`src/sv/smrf_pkg.sv`:
```
// ----------------------------------------------------------------------------
// smrf_pkg
// Shared types, widths and codes for the square matrix rotate and flip block.
// ----------------------------------------------------------------------------
package smrf_pkg;

    localparam int MAX_SIDE = 16;
    localparam int SIDE_W   = $clog2(MAX_SIDE);
    localparam int ADDR_W   = 2 * SIDE_W;
    localparam int DEPTH    = MAX_SIDE * MAX_SIDE;

    localparam int OP_W     = 3;
    localparam int CRD_W    = 4;
    localparam int DATA_W   = 32;
    localparam int SIZE_W   = 5;
    localparam int ORI_W    = 3;
    localparam int CALC_W   = (SIDE_W + 1 > SIZE_W) ? SIDE_W + 1 : SIZE_W;

    localparam logic [SIZE_W-1:0] SIZE_RESET = SIZE_W'(16);

    localparam logic [OP_W-1:0] OP_LOAD = 3'd0;
    localparam logic [OP_W-1:0] OP_CW   = 3'd1;
    localparam logic [OP_W-1:0] OP_CCW  = 3'd2;
    localparam logic [OP_W-1:0] OP_FLIP = 3'd3;
    localparam logic [OP_W-1:0] OP_READ = 3'd4;

    localparam logic [ORI_W-1:0] OR_SWAP = 3'b001;
    localparam logic [ORI_W-1:0] OR_MROW = 3'b010;
    localparam logic [ORI_W-1:0] OR_MCOL = 3'b100;

    typedef struct packed {
        logic              hit;
        logic [ADDR_W-1:0] addr;
    } t_loc;

endpackage

```
`src/sv/smrf_map.sv`:
```
// ----------------------------------------------------------------------------
// smrf_map
// Maps a view position to a physical store address under the orientation.
// ----------------------------------------------------------------------------
module smrf_map
    import smrf_pkg::*;
(
    input  logic [SIZE_W-1:0] i_size,
    input  logic [ORI_W-1:0]  i_ori,
    input  logic [CRD_W-1:0]  i_row,
    input  logic [CRD_W-1:0]  i_col,
    output t_loc              o_loc
);

    logic [CALC_W-1:0] n;
    logic [CALC_W-1:0] row_x;
    logic [CALC_W-1:0] col_x;
    logic [CALC_W-1:0] x0;
    logic [CALC_W-1:0] y0;
    logic [CALC_W-1:0] x1;
    logic [CALC_W-1:0] y1;

    always_comb begin
        n     = (CALC_W'(i_size) > CALC_W'(MAX_SIDE)) ? CALC_W'(MAX_SIDE)
                                                      : CALC_W'(i_size);
        row_x = CALC_W'(i_row);
        col_x = CALC_W'(i_col);
        x0    = ((i_ori & OR_SWAP) != '0) ? col_x : row_x;
        y0    = ((i_ori & OR_SWAP) != '0) ? row_x : col_x;
        x1    = ((i_ori & OR_MROW) != '0) ? n - CALC_W'(1) - x0 : x0;
        y1    = ((i_ori & OR_MCOL) != '0) ? n - CALC_W'(1) - y0 : y0;
        o_loc.hit  = (row_x < n) && (col_x < n);
        o_loc.addr = {x1[SIDE_W-1:0], y1[SIDE_W-1:0]};
    end

endmodule

```
`config.mk`:
```
export PLATFORM = sky130hd
export DESIGN_NAME = smrf_map
export DESIGN_NICKNAME = d
export VERILOG_FILES = /design/src/sv/smrf_pkg.sv /design/src/sv/smrf_map.sv
export SDC_FILE = /design/constraint.sdc
export NUM_CORES = 1
export LEC_CHECK = 0
export ABC_AREA = 1
export BUFFER_PORTS_ARGS = -buffer_cell sky130_fd_sc_hd__buf_4
export CORE_UTILIZATION = 35
export DETAILED_ROUTE_END_ITERATION = 8
export SYNTH_ARGS = -nofsm -noshare
export SYNTH_HDL_FRONTEND = slang
export SYNTH_SLANG_ARGS = --single-unit
export TNS_END_PERCENT = 1
```
`constraint.sdc`:
```
create_clock -name vclk -period 2.2
set_clock_uncertainty 0.15 [all_clocks]
set_input_delay 0.22 -clock vclk [all_inputs]
set_output_delay 0.22 -clock vclk [all_outputs]
set_load 0.02 [all_outputs]
```
==> results.sh, run 1 <==
export IMPL_avgViaCountPerCell=4.76
export IMPL_hpwl_um=1560
export IMPL_syn_nets=140
export IMPL_placed_area_um2=976
export IMPL_netlist_instances=109
export IMPL_postCtsHoldBufs=0
export IMPL_routed_wl_um=1970
export IMPL_io_buffers=25
export IMPL_max_cap_violations=0
export IMPL_grt_pass1_vias=696
export IMPL_drt_wirelength_per_cell_um=11.3
export IMPL_setup_violations=5
export IMPL_crit_end="o_loc[6]"
export IMPL_slew_viol_final=0
export IMPL_slew_limit_headroom_pct=76.1
export IMPL_grt_use_total_pct=18.0
export IMPL_cp_startpoint="i_size[2]"
export IMPL_io_pins=25
export IMPL_n_antenna_cell=0
export IMPL_fp_dieW_um=45.8
export IMPL_syn_area_per_cell_um2=6.15
export IMPL_multiInputGateArea_um2=687
export IMPL_ys_warn_count=0
export IMPL_leakage_nw=0.594
export IMPL_place_congestion=0.806
export IMPL_finalNonFillerCells=174
export IMPL_crit_arrival_ns=1.99
export IMPL_finalCritPeriodShare_pct=107
export IMPL_pre_cts_ws_ns=-0.302
export IMPL_grt_setup_unrepaired="yes"
export IMPL_start_util_pct=38.0
export IMPL_hold_path_class="input pin to output pin"
export IMPL_area_growth_pct=69.2
export IMPL_tightest_slew_ns=0.356
export IMPL_path_class="input pin to output pin"
export IMPL_setup_ws_ns=-0.158
export IMPL_required_ns=1.83
export IMPL_min_period_ns=2.36
export IMPL_seq_area_frac_synth_pct=0
export IMPL_placedCellCount=171
export IMPL_antenna_found_initial=0
export IMPL_grt_pass1_wl_um=2840
export IMPL_violations="negative setup slack"
export IMPL_ir_drop_mv=0.259
export IMPL_drc_errors=0
export IMPL_first_pass_iters=4
export IMPL_rows=15
export IMPL_hold_path_depth=3
export IMPL_fin_nets=182
export IMPL_layout_drive_gt1_share_pct=45.6
export IMPL_status="complete, but fails checks"
export IMPL_antenna_left=0
export IMPL_drtIter0Drc=12
export IMPL_end_kind="output pin"
export IMPL_syn_area_um2=671
export IMPL_fmax_mhz=424
export IMPL_start_kind="input pin"
export IMPL_vias=829
export IMPL_p_per_area_nw_per_um2=341
export IMPL_regArea_um2=0
export IMPL_grt_max_degree=17
export IMPL_final_cell_area_um2=1130
export IMPL_hold_violations=0
export IMPL_clockBufferCount=0
export IMPL_crit_fanout=3
export IMPL_core_area_um2=1760
export IMPL_synth_cell_types=20
export IMPL_fill_cells=172
export IMPL_seq_cells=0
export IMPL_die_h_um=45.8
export IMPL_gr_total_overflow=0
export IMPL_die_area_um2=2100
-- Yosys cell counts, drive strengths merged --
master,n,area share [%]
o21ai,13,9.7
fa,2,6.0
nand2,32,19
xnor2,3,3.9
ha,13,24
inv,21,12
nand3,4,3.7
nand4,3,2.8
nand3b,2,2.2
nor2,5,4.3
a21oi,9,9.5
o211ai,1,1.1
buf,1,1.7
-- what timing repair did --
action                     CTS  global route
setup endpoints to repair    6             7
resized for setup            9            21
pin swaps                   11            15
buffers inserted             1             2
-- final cells by class --
class,count,area share [%]
multi-input combinational,87,60.5
timing repair buffer,41,29.8
tap,25,2.76
inverter,21,6.95
-- stage by stage --
| stage | total power, mW | hold WS, ns | TNS [ns] | util, % |
|---|---|---|---|---|
| after floorplan | 0.182 | 0.435 | -0.219 | - |
| after global placement | 0.301 | 0.614 | -1.09 | 55.3 |
| after detailed placement | 0.312 | 0.617 | -1.39 | 55.3 |
| after CTS | 0.326 | 0.617 | -0.939 | 57.9 |
| after global routing | 0.426 | 0.631 | -1.16 | 64.3 |
| final | 0.387 | 0.616 | -0.581 | 64.3 |
-- cell usage in the layout, fill, tap and decap left out --
cell type  netlist  layout
buf_4            0      34
nand2_1         29      25
inv_1           21      19
ha_1            13      10
nand2_2          3       7
o21ai_0          8       6
o21ai_1          5       6
buf_6            1       6
a21oi_2          2       5
nor2_1           3       3
a21oi_1          6       3
nand3_2          1       3
nand4_1          3       3
ha_4             0       3
nor2_4           1       2
inv_2            0       2
nand3b_1         2       2
a21oi_4          1       1
xnor2_2          0       1
xnor2_1          3       1
o21ai_2          0       1
nand3_1          3       1
xnor2_4          0       1
o211ai_1         1       1
fa_2             0       1
fa_1             2       1
buf_8            0       1
-- cell families (layout without fill, tap and decap cells) --
logic type	count (synthesis)	count (layout)	synth area share, %
compound gates	23	23	20.3
simple gates	46	46	32.1
buf+inv	22	62	13.4
fa+ha+maj	15	15	30.2
xor+xnor	3	3	3.92
-- worst min path at each step --
stage	start	to	slack, ns
2_1_floorplan	i_ori[1]	o_loc[6]	0.43
3_3_place_gp	i_ori[1]	o_loc[6]	0.61
3_5_place_dp	i_ori[1]	o_loc[6]	0.62
4_1_cts	i_ori[1]	o_loc[6]	0.62
5_1_grt	i_ori[1]	o_loc[6]	0.63
6_report	i_ori[1]	o_loc[6]	0.62
-- per-layer routing --
metal	GRT usage (%)	vias to the layer above	share of wire, %
li1	-	436	-
met4	0	0	0
met3	0	0	3.5
met1	24.0	375	44
met5	0	-	0
met2	34.3	18	53
-- power breakdown --
part / total [mW] / switching, mW / internal (mW)
Clock: 0 / 0 / 0
Combinational: 0.387 / 0.194 / 0.193
Sequential: 0 / 0 / 0
Total: 0.387 / 0.194 / 0.193
-- worst max-delay path, cell delays in order --
cell and delay [ns]:
buf_8 0.10, nor2_4 0.11, nand2_2 0.08, a21oi_4 0.14, inv_2 0.06, ha_4 0.17, xnor2_4 0.22, ha_4 0.24
buf_4 0.13, buf_4 0.13, xnor2_2 0.12, nand2_1 0.05, o21ai_1 0.05, buf_4 0.16
Note: power is estimated with default switching activity, not from simulation.
==> inputs of run 2 (changes only) <==
--- a/config.mk
+++ b/config.mk
@@ -9,6 +9,7 @@
 export BUFFER_PORTS_ARGS = -buffer_cell sky130_fd_sc_hd__buf_4
 export CORE_UTILIZATION = 35
 export DETAILED_ROUTE_END_ITERATION = 8
+export RECOVER_POWER = 50
 export SYNTH_ARGS = -nofsm -noshare
 export SYNTH_HDL_FRONTEND = slang
 export SYNTH_SLANG_ARGS = --single-unit
==> results.sh, run 2 (same netlist as run 1, synthesis figures left out) <==
export IMPL_finalSetupTns_ns=-0.581
export IMPL_slew_limit_headroom_pct=76.1
export IMPL_avgViaCountPerCell=4.76
export IMPL_grt_max_degree=17
export IMPL_hold_violations=0
export IMPL_leakage_nw=0.590
export IMPL_fp_dieW_um=45.8
export IMPL_min_period_ns=2.36
export IMPL_antenna_left=0
export IMPL_drtIter0Drc=12
export IMPL_place_congestion=0.806
export IMPL_gr_total_overflow=0
export IMPL_fmax_mhz=424
export IMPL_hpwl_um=1560
export IMPL_seq_cells=0
export IMPL_max_cap_violations=0
export IMPL_worst_hold_slack_ns=0.616
export IMPL_antenna_found_initial=0
export IMPL_finalCritPeriodShare_pct=107
export IMPL_vias=829
export IMPL_drt_wirelength_per_cell_um=11.3
export IMPL_grt_use_total_pct=18.0
export IMPL_multiInputGateArea_um2=687
export IMPL_cp_startpoint="i_size[2]"
export IMPL_rows=15
export IMPL_mostFrequentLayoutCells="buf_4, nand2_1, inv_1, ha_1, nand2_2"
export IMPL_drc_errors=0
export IMPL_violations="negative setup slack"
export IMPL_grt_pass1_wl_um=2840
export IMPL_fin_nets=182
export IMPL_required_ns=1.83
export IMPL_p_per_area_nw_per_um2=341
export IMPL_min_from="i_ori[1]"
export IMPL_final_common_cell="buf_4"
export IMPL_io_pins=25
export IMPL_slew_viol_final=0
export IMPL_layout_drive_gt1_share_pct=45.0
export IMPL_regArea_um2=0
export IMPL_setup_violations=5
export IMPL_hold_path_depth=3
export IMPL_setup_ws_ns=-0.158
export IMPL_end_kind="output pin"
export IMPL_ir_drop_mv=0.259
export IMPL_first_pass_iters=4
export IMPL_start_util_pct=38.0
export IMPL_tightest_slew_ns=0.356
export IMPL_area_growth_pct=68.7
export IMPL_crit_fanout=3
export IMPL_grt_setup_unrepaired="yes"
export IMPL_hold_path_class="input pin to output pin"
export IMPL_io_buffers=25
export IMPL_postCtsHoldBufs=0
export IMPL_start_kind="input pin"
export IMPL_path_class="input pin to output pin"
export IMPL_n_antenna_cell=0
export IMPL_core_area_um2=1760
export IMPL_grt_pass1_vias=696
export IMPL_fill_cells=171
export IMPL_status="complete, but fails checks"
export IMPL_crit_arrival_ns=1.99
export IMPL_die_h_um=45.8
export IMPL_routed_wl_um=1970
export IMPL_die_area_um2=2100
export IMPL_clockBufferCount=0
export IMPL_whs_endpoint="o_loc[6]"
-- run 2: cell count changes in the layout (fill, tap and decap cells not counted), sizes merged --
cell    before  now
clkbuf       0    1
buf         41   40
-- run 2: final cells by class --
cell class	instances	area share (%)
Inverter	21	6.97
Timing Repair Buffer	41	29.5
Multi-Input combinational cell	87	60.7
Tap cell	25	2.77
-- run 2: routing by layer --
layer,track usage (%),part of all wire (%),wire length [µm],up-vias
met5,0,0,0,-
met4,0,0,0,0
met3,0,3.5,69,0
met2,34.3,53,1040,18
met1,24.0,44,866,375
li1,-,-,-,436
-- run 2: worst max-delay path by stage --
stage	end	slack, ns	cells past startpoint
floorplan	o_loc[5]	-0.12	7
finish	o_loc[6]	-0.16	14
CTS	o_loc[7]	-0.22	17
detailed placement	o_loc[7]	-0.30	15
global placement	o_loc[7]	-0.23	15
global route	o_loc[7]	-0.26	17
-- run 2: worst max-delay path, cell delays in order --
cell and delay, ns:
buf_8 0.10, nor2_4 0.11, nand2_2 0.08, a21oi_4 0.14, inv_2 0.06, ha_4 0.17, xnor2_4 0.22, ha_4 0.24
buf_4 0.13, buf_4 0.13, xnor2_2 0.12, nand2_1 0.05, o21ai_1 0.05, buf_4 0.16
-- run 2: power breakdown --
part,leakage [nW],switching [mW],total [mW],internal [mW]
Clock,0,0,0,0
Combinational,0.590,0.194,0.386,0.191
Sequential,0,0,0,0
-- run 2: metrics by stage --
| step | instance area, µm² | instances | worst slack, ns | power, mW | util [%] |
|---|---|---|---|---|---|
| after global routing | 1130 | 174 | -0.263 | 0.424 | 64.1 |
| after detailed placement | 976 | 171 | -0.302 | 0.312 | 55.3 |
| after floorplan | 671 | 109 | -0.122 | 0.182 | - |
| after global placement | 976 | 171 | -0.233 | 0.301 | 55.3 |
| final | 1130 | 174 | -0.158 | 0.386 | 64.1 |
| after CTS | 1020 | 172 | -0.224 | 0.326 | 57.9 |
-- run 2: what timing repair did --
action | 4_1_cts | 5_1_grt
hold endpoints to repair | 0 | 0
endpoints found under the setup margin | 6 | 7
pin swaps | 11 | 15
setup buffers | 1 | 2
gates resized for setup | 9 | 21
==> inputs of run 3 (changes only) <==
--- a/config.mk
+++ b/config.mk
@@ -7,8 +7,9 @@
 export LEC_CHECK = 0
 export ABC_AREA = 1
 export BUFFER_PORTS_ARGS = -buffer_cell sky130_fd_sc_hd__buf_4
-export CORE_UTILIZATION = 35
+export CORE_UTILIZATION = 48
 export DETAILED_ROUTE_END_ITERATION = 8
+export PLACE_DENSITY = 0.81
 export RECOVER_POWER = 50
 export SYNTH_ARGS = -nofsm -noshare
 export SYNTH_HDL_FRONTEND = slang
==> results.sh, run 3 (same netlist as run 1, synthesis figures left out) <==
export IMPL_status="complete, but fails checks"
export IMPL_violations="negative setup slack"
export IMPL_rows=13
export IMPL_final_common_cell="buf_4"
export IMPL_area_growth_pct=81.7
export IMPL_critPathMostFrequentCell="nand2_1"
export IMPL_max_cap_violations=0
export IMPL_path_cells="buf_8, nor2_4, nand2_2, a21oi_4, inv_2, ha_4, xnor2_4, ha_4, a21oi_2, nand2_1, inv_1, nand2_2, nand3_2, nand2_1, nand2_1, inv_2, buf_6"
export IMPL_crit_fanout=3
export IMPL_leakage_nw=0.619
export IMPL_tightest_slew_ns=0.396
export IMPL_finalCritPeriodShare_pct=113
export IMPL_die_area_um2=1550
export IMPL_start_util_pct=51.5
export IMPL_final_cell_area_um2=1220
export IMPL_p_per_area_nw_per_um2=374
export IMPL_hold_path_class="input pin to output pin"
export IMPL_whs_endpoint="o_loc[6]"
export IMPL_ir_drop_mv=0.299
export IMPL_min_from="i_ori[1]"
export IMPL_grt_max_degree=17
export IMPL_p_total_mw=0.456
export IMPL_place_congestion=0.802
export IMPL_regArea_um2=0
export IMPL_drt_wirelength_per_cell_um=18.8
export IMPL_clockBufferCount=0
export IMPL_drtIter0Drc=43
export IMPL_required_ns=1.83
export IMPL_fp_dieW_um=39.4
export IMPL_grt_setup_unrepaired="yes"
export IMPL_start_kind="input pin"
export IMPL_first_pass_iters=4
export IMPL_grt_pass1_vias=773
export IMPL_cp_slowest_cell="ha_4"
export IMPL_mostFrequentLayoutCells="buf_4, nand2_1, inv_1, nand2_2, buf_6"
export IMPL_grt_pass1_wl_um=3060
export IMPL_fin_nets=185
export IMPL_vias=959
export IMPL_gr_total_overflow=0
export IMPL_grt_use_total_pct=28.4
export IMPL_hpwl_um=1520
export IMPL_antenna_left=0
export IMPL_slew_limit_headroom_pct=73.3
export IMPL_fmax_mhz=404
export IMPL_end_kind="output pin"
export IMPL_layout_drive_gt1_share_pct=53.3
export IMPL_io_buffers=25
export IMPL_antenna_found_initial=0
export IMPL_hold_path_depth=3
export IMPL_postCtsHoldBufs=0
export IMPL_die_h_um=39.4
export IMPL_min_period_ns=2.48
export IMPL_hold_violations=0
export IMPL_path_class="input pin to output pin"
export IMPL_final_core_util_pct=93.7
export IMPL_drc_errors=0
export IMPL_slew_viol_final=0
export IMPL_seq_cells=0
export IMPL_routed_wl_um=3140
export IMPL_setup_ws_ns=-0.276
export IMPL_max_stage_delay_ns=0.25
export IMPL_crit_arrival_ns=2.11
export IMPL_finalSetupTns_ns=-0.885
export IMPL_avgViaCountPerCell=5.74
export IMPL_setup_violations=6
export IMPL_fill_cells=44
export IMPL_core_area_um2=1300
export IMPL_placed_area_um2=963
export IMPL_multiInputGateArea_um2=757
export IMPL_io_pins=25
export IMPL_n_antenna_cell=0
run 3: changes by cell type in the layout (fill, tap and decap cells not counted), sizes merged:
cell  delta
buf      +3
run 3: layer usage:
layer / part of all wire (%) / GRT usage [%]
met2: 49 / 51.7
met3: 6.4 / 2.84
met5: 0 / 0
met4: 4.1 / 8.62
met1: 40 / 34.2
run 3: how the worst max path moves through the flow:
stage               depth (start not counted)  startpoint  endpoint
detailed placement                         15   i_size[2]  o_loc[7]
global route                               17   i_size[2]  o_loc[7]
floorplan                                   7   i_size[2]  o_loc[5]
CTS                                        17   i_size[0]  o_loc[7]
global placement                           15   i_size[2]  o_loc[7]
finish                                     17   i_size[2]  o_loc[7]
run 3: where the power goes:
part	internal (mW)	switching, mW
registers	0	0
logic	0.214	0.243
clock network	0	0
total	0.214	0.243
run 3: worst max-delay path: cells and delay by family:
family | cells | cell delay (ns)
adders and majority gates | 2 | 0.42
buffers and inverters | 5 | 0.41
xor gates and xnor gates | 1 | 0.23
AOI/OAI and AO/OA | 2 | 0.27
and+or+nand+nor | 7 | 0.55
run 3: metrics by stage:
stage | instances | hold slack, ns | setup WS, ns
global route | 167 | 0.643 | -0.369
detailed placement | 161 | 0.617 | -0.325
floorplan | 109 | 0.435 | -0.122
global placement | 161 | 0.614 | -0.212
CTS | 165 | 0.617 | -0.190
finish | 167 | 0.634 | -0.276
run 3: layout make-up:
class / count / share of cell area, %
Inverter: 21 / 6.47
Multi-Input combinational cell: 87 / 62.1
Tap cell: 15 / 1.54
Timing Repair Buffer: 44 / 29.9
run 3: what timing repair did:
action	CTS	global route
resized for setup	18	29
pin swaps	12	15
buffers inserted	4	2
setup endpoints to repair	6	7
